$ cat src/rsmp_pkg.sv
// Package for the polyphase fractional resampler.
// Holds fixed field widths, register indexes, opcodes and the engine state type.
// No dependencies.
`default_nettype none

package rsmp_pkg;

  // Fixed-width fields
  localparam int TAP_W      = 16;   // tap coefficient, signed Q2.14
  localparam int TAP_FRAC   = 14;   // fraction bits of a tap
  localparam int FRAC_BITS  = 16;   // fraction bits of a position
  localparam int POS_W      = 24;   // position accumulator width
  localparam int INC_W      = 18;   // phase_increment, Q2.16
  localparam int INIT_W     = 20;   // initial_phase, Q4.16
  localparam int CFG_IDX_W  = 1;
  localparam int CFG_DATA_W = 20;
  localparam int MAX_RESULTS = 8;   // outputs one sample may cause

  localparam logic [INC_W-1:0] MIN_INC   = INC_W'(8192);
  localparam logic [INC_W-1:0] INC_RESET = INC_W'(65536);
  localparam logic [POS_W-1:0] POS_ONE   = POS_W'(1) << FRAC_BITS;

  // Configuration register indexes
  localparam logic [CFG_IDX_W-1:0] REG_PHASE_INC  = 1'b0;
  localparam logic [CFG_IDX_W-1:0] REG_INIT_PHASE = 1'b1;

  // Input opcodes
  localparam logic OP_SAMPLE = 1'b0;
  localparam logic OP_TAP    = 1'b1;

  typedef enum logic [1:0] {
    B_IDLE,
    B_MAC,
    B_EMIT
  } back_state_t;

  // Handshake between the queue and its neighbors
  typedef struct packed {
    logic empty;
    logic full;
  } q_status_t;

endpackage

`default_nettype wire

$ cat src/rsmp_fifo.sv
// Short queue between front end and filter engine.
// Depends on rsmp_pkg for the status type.
`default_nettype none

module rsmp_fifo
  import rsmp_pkg::*;
#(
  parameter int DATA_W = 60,
  parameter int DEPTH  = 4
) (
  input  logic              clk,
  input  logic              rst_n,
  input  logic              push,
  input  logic [DATA_W-1:0] push_data,
  input  logic              pop,
  output logic [DATA_W-1:0] pop_data,
  output q_status_t         stat
);

  localparam int PTR_W = (DEPTH > 1) ? $clog2(DEPTH) : 1;
  localparam int CNT_W = $clog2(DEPTH + 1);

  logic [DATA_W-1:0] slot_r [DEPTH];
  logic [PTR_W-1:0]  wr_ptr_r, wr_ptr_nxt;
  logic [PTR_W-1:0]  rd_ptr_r, rd_ptr_nxt;
  logic [CNT_W-1:0]  count_r, count_nxt;
  logic              do_push, do_pop;

  assign stat.empty = (count_r == '0);
  assign stat.full  = (count_r == CNT_W'(DEPTH));
  assign do_push    = push && !stat.full;
  assign do_pop     = pop && !stat.empty;
  assign pop_data   = slot_r[rd_ptr_r];

  always_comb begin
    wr_ptr_nxt = wr_ptr_r;
    rd_ptr_nxt = rd_ptr_r;
    count_nxt  = count_r;
    if (do_push) begin
      wr_ptr_nxt = (wr_ptr_r == PTR_W'(DEPTH - 1)) ? '0 : wr_ptr_r + 1'b1;
    end
    if (do_pop) begin
      rd_ptr_nxt = (rd_ptr_r == PTR_W'(DEPTH - 1)) ? '0 : rd_ptr_r + 1'b1;
    end
    if (do_push && !do_pop) begin
      count_nxt = count_r + 1'b1;
    end else if (do_pop && !do_push) begin
      count_nxt = count_r - 1'b1;
    end
  end

  always_ff @(posedge clk) begin
    if (!rst_n) begin
      wr_ptr_r <= '0;
      rd_ptr_r <= '0;
      count_r  <= '0;
    end else begin
      wr_ptr_r <= wr_ptr_nxt;
      rd_ptr_r <= rd_ptr_nxt;
      count_r  <= count_nxt;
    end
  end

  always_ff @(posedge clk) begin
    if (do_push) begin
      slot_r[wr_ptr_r] <= push_data;
    end
  end

endmodule

`default_nettype wire

$ cat config.mk
export PLATFORM = sky130hd
export DESIGN_NAME = rsmp_fifo
export DESIGN_NICKNAME = d
export VERILOG_FILES = /design/src/rsmp_pkg.sv /design/src/rsmp_fifo.sv
export SDC_FILE = /design/constraint.sdc
export NUM_CORES = 1
export LEC_CHECK = 0
export ABC_AREA = 1
export BUFFER_PORTS_ARGS = -buffer_cell sky130_fd_sc_hd__buf_2
export CAP_MARGIN = 20
export CORE_MARGIN = 2
export CORE_UTILIZATION = 50
export CTS_BUF_LIST = sky130_fd_sc_hd__clkbuf_4 sky130_fd_sc_hd__clkbuf_8 sky130_fd_sc_hd__clkbuf_16
export CTS_CLUSTER_SIZE = 20
export DETAILED_ROUTE_END_ITERATION = 16
export PLACE_DENSITY = 0.81
export SYNTH_ARGS = -nofsm -noshare
export SYNTH_HDL_FRONTEND = slang
export SYNTH_SLANG_ARGS = --single-unit
$ cat constraint.sdc
create_clock -name clk -period 6.8 [get_ports clk]
set_clock_uncertainty 0.1 [all_clocks]
set_input_delay 0.34 -clock clk [delete_from_list [all_inputs] [get_ports clk]]
set_output_delay 0.34 -clock clk [all_outputs]
set_load 0.02 [all_outputs]
Word level (Yosys, flattened, before mapping):

Memory sizes are Yosys's and may differ from the RTL's. A register that Yosys moved wholly into a read port is not among the register bits.
Cells that the tools add are included.

* $add $sub $neg: 4
* $mul: 0
* divide/modulo/power cells: 0
* order comparisons: 0
* equality and inequality tests: 3
* shift operators: 0
* multiplexer cells: 8
* bitwise logic cells: 0
* reductions and logical operators: 10

Operators with widths (number)
* $mux W2: 4
* $mux W3: 2
* $add A2 B1 Y2 const B: 2
* $eq A2 B2 Y1 const B: 2
* $logic_and A1 B1 Y1: 4
* $logic_not A1 Y1: 4
* $add A3 B1 Y3 const B: 1
* $eq A3 B3 Y1 const B: 1
* $logic_not A3 Y1: 1
* $sub A3 B1 Y3 const B: 1
* $mux W1: 2
* $reduce_bool A2 Y1: 1

* register bits after elaboration: 7
* bits in latches: 0
* memory bits (writable): 240
* ROM bits: 0
* output and inout port bits: 62
* logic and storage cells: 29
* memories kept: 1

Memories
* slot_r: words 4, width 60, read ports 1, clocked after Yosys merged registers in 1, wr ports 1, line rsmp_fifo.sv:23 `logic [DATA_W-1:0] slot_r [DEPTH];`

Logic depth before layout (Yosys ltp):

* word-level depth: 7
* mapped depth: 13
* depth with buffers taken out: 13

Least setup slack after synthesis:

No wires, ideal clock.

* path type: flip-flop to flip-flop
* start point: register count_r[1]
* end point: memory slot_r[0][0] (enable)
* setup time: 478 ps
* arrival time: 3188 ps
* data required time: 6222 ps
* slack: 3034 ps
* cell stages (with the launch flop): 5
* path buffers: 0
* clock period less this slack: 3766 ps
* path through: dfxtp_1 > nor2_1 > nand2_1 > nand2_1 > nor2_1

* cells in the longest elaborated chain, start to end: 5

RTL lines
* from (decl): line rsmp_fifo.sv:26 `logic [CNT_W-1:0] count_r, count_nxt;`
* from (signal assigned): line rsmp_fifo.sv:60 `count_r <= count_nxt;`
* $eq A3 B3 Y1: line rsmp_fifo.sv:30 `assign stat.full = (count_r == CNT_W'(DEPTH));`
* $logic_not A1 Y1: line rsmp_fifo.sv:31 `assign do_push = push && !stat.full;`
* $logic_and A1 B1 Y1: line rsmp_fifo.sv:31
* $mux W1: line rsmp_fifo.sv:65 `if (do_push) begin`
* $mux W1 (not written as such): line rsmp_fifo.sv:66 `slot_r[wr_ptr_r] <= push_data;`
* to (decl): line rsmp_fifo.sv:23

No other way between the ends.

==> flow_metrics.env <==
export IMPL_dieArea_sq_um=20300
export IMPL_pwr_density_cell_nw_per_um2=388
export IMPL_drive_above_1_share=0.256
export IMPL_critPathMaxFanout=68
export IMPL_final_cell_area_sq_um=11700
export IMPL_dr_first_iter_drc_count=511
export IMPL_arrival_ps=2900
export IMPL_syn_inst=652
export IMPL_clk_latency_ps=500
export IMPL_synth_area_per_cell_sq_um=14.7
export IMPL_cts_resized=0
export IMPL_slew_violations=0
export IMPL_maxCapViolCount=0
export IMPL_synth_cell_types=21
export IMPL_cts_buffers=25
export IMPL_p_sw_mw=1.53
export IMPL_cts_tree="done"
export IMPL_min_period_over_period=0.491
export IMPL_nNetsFinal=905
export IMPL_dieWidth_microns=142
export IMPL_cp_top_family="buffers and inverters"
export IMPL_diodes=0
export IMPL_combPwrFrac=0.300
export IMPL_port_buffers=125
export IMPL_dp_hpwl_microns=10600
export IMPL_grt_usage=0.193
export IMPL_die_height_microns=142
export IMPL_clkSinkCount=249
export IMPL_pin_count=126
export IMPL_maxSlewHeadroom=0.359
export IMPL_crit_chain="inv_4, buf_4, o21ai_0, o22ai_2, buf_2"
export IMPL_required_ps=6360
export IMPL_power_total_mw=4.53
export IMPL_layout_common_cells="edfxtp_1 (240), buf_2 (125), nor2_1 (113)"
export IMPL_endpoint_kind="output pin"
export IMPL_grt_pass1_wl_microns=30400
export IMPL_final_common_cell="edfxtp_1"
export IMPL_clock_tree_root_cell="clkbuf_16"
export IMPL_min_path_type="in -> reg"
export IMPL_globalRouteOverflowTotal=0
export IMPL_power_frac_clock=0.270
export IMPL_grt_pass1_vias=5907
export IMPL_yosys_warnings=0
export IMPL_holdWs_ps=38.0
export IMPL_ys_seq_elements=249
export IMPL_cts_clk_slew_worst_paths_ps=60
export IMPL_tns_ps=0
export IMPL_setup_violations=0
export IMPL_path_class="reg -> out"
export IMPL_num_vias=5873
export IMPL_wirelength_microns=20000
export IMPL_postRouteAntennaNets=0
export IMPL_wl_per_cell_microns=18.4
export IMPL_initial_core_util=0.510
export IMPL_gp_congestion=0.716
export IMPL_seqPwrFrac=0.429
export IMPL_path_buf_inv=3
export IMPL_grt_max_degree=71
export IMPL_p_leak_nw=4.18
export IMPL_htree_levels=1
export IMPL_worst_pin_slew_ps=959
export IMPL_syn_to_final_growth_pct=22.1
export IMPL_fmax_ghz=0.300
export IMPL_vdd_drop_max_mv=0.271
export IMPL_p_sw_frac=0.338
export IMPL_antenna_found_initial=0
export IMPL_core_area_sq_um=18800
export IMPL_cpPeakStageDelay_ps=750
export IMPL_syn_area_sq_um=9570
export IMPL_ys_seq_area_frac=0.772
export IMPL_intPower_mw=3.00
export IMPL_min_period_ps=3340
export IMPL_crit_slowest_cell="buf_4"
export IMPL_hold_viol=0
export IMPL_place_area_sq_um=10300
export IMPL_drcViolationCount=0
export IMPL_syn_nets=723
export IMPL_avgViaCountPerCell=5.41
export IMPL_cp_start_kind="flip-flop"
export IMPL_cts_path_max_buffers=3
export IMPL_first_pass_iters=5
export IMPL_fp_row_count=50
export IMPL_rsz0062_at_grt="no"
export IMPL_status="finished, final reports clean"
-- worst paths after layout --
check	from	to	slack, ps	cells after the start
setup / recovery	flip-flop	pop_data[41]	3460	5
setup reg to reg	count_r[1]$_SDFFE_PN0P_	slot_r[2][4]$_DFFE_PP_	4010	5
hold / removal	rst_n	count_r[2]$_SDFFE_PN0P_	40	3
hold reg to reg	count_r[0]$_SDFFE_PN0P_	count_r[0]$_SDFFE_PN0P_	420	2
-- cells in the mapped netlist --
master	instances	share of area
a21oi_1	2	0.0010
buf_2	7	0.0037
buf_6	9	0.011
buf_8	3	0.0047
clkbuf_1	19	0.0075
dfxtp_1	9	0.019
edfxtp_1	240	0.75
fa_1	1	0.0021
ha_1	6	0.0078
inv_1	18	0.0071
inv_2	1	0.00039
nand2_1	15	0.0059
nand3_1	1	0.00052
nand3b_1	1	0.00079
nand4_1	1	0.00065
nor2_1	117	0.046
nor2_2	20	0.013
o21ai_0	82	0.043
o21ai_1	40	0.021
o22ai_1	40	0.026
o22ai_2	20	0.026
-- kinds of logic (layout without fill, tap and decap cells) --
logic type,count (synthesis),after routing,share of synthesized area
DFF,249,249,0.772
and+or+nand+nor,155,155,0.0668
adders and majority gates,7,7,0.00994
buffers and inverters,57,256,0.0339
AOI/OAI and AO/OA,184,184,0.117
-- worst min-delay path, cell delays in order --
cell and delay (ps):
buf_2 150, nand2_1 70, nor2_1 30
-- state kept, by name, indices dropped and copies added (netlist names), named ones only --
| name | cells |
|---|---|
| count_r | 3 |
| rd_ptr_r | 2 |
| slot_r | 240 |
| wr_ptr_r | 2 |
-- power by group through the flow --
stage	Clock [mW]	Sequential (mW)	Combinational (mW)
2_1_floorplan	0	1.95	0.949
3_3_place_gp	0	1.97	1.29
3_5_place_dp	0	1.98	1.33
4_1_cts	1.25	1.95	1.37
5_1_grt	1.31	1.96	1.48
6_report	1.23	1.94	1.36
-- area by class of cell --
type / count / area [sq um]
Timing Repair Buffer: 193 / 1300
Clock buffer: 33 / 686
Inverter: 19 / 73.8
Multi-Input combinational cell: 346 / 1890
Sequential cell: 249 / 7390
Tap cell: 234 / 293
Clock inverter: 11 / 50.0
Fill cell: 1377 / 7090
-- through the flow --
step	worst slack [ps]	utilization	instances
floorplan	3030	-	652
global placement	4020	0.550	980
detailed placement	3970	0.551	981
CTS	3440	0.622	1085
global route	3230	0.622	1085
finish	3460	0.622	1085
-- layer usage --
layer / global-route usage / part of all wire / vias up
met1: 0.239 / 0.42 / 2886
li1: - / - / 2789
met5: 0 / 0 / -
met3: 0.0323 / 0.050 / 22
met4: 0.0505 / 0.016 / 0
met2: 0.355 / 0.52 / 176
-- what timing repair did --
item,in CTS,in global routing
hold buffers,60,0
hold endpoints to repair,240,0
buffers inserted,0,0
Power figures use the tool's default switching activity.
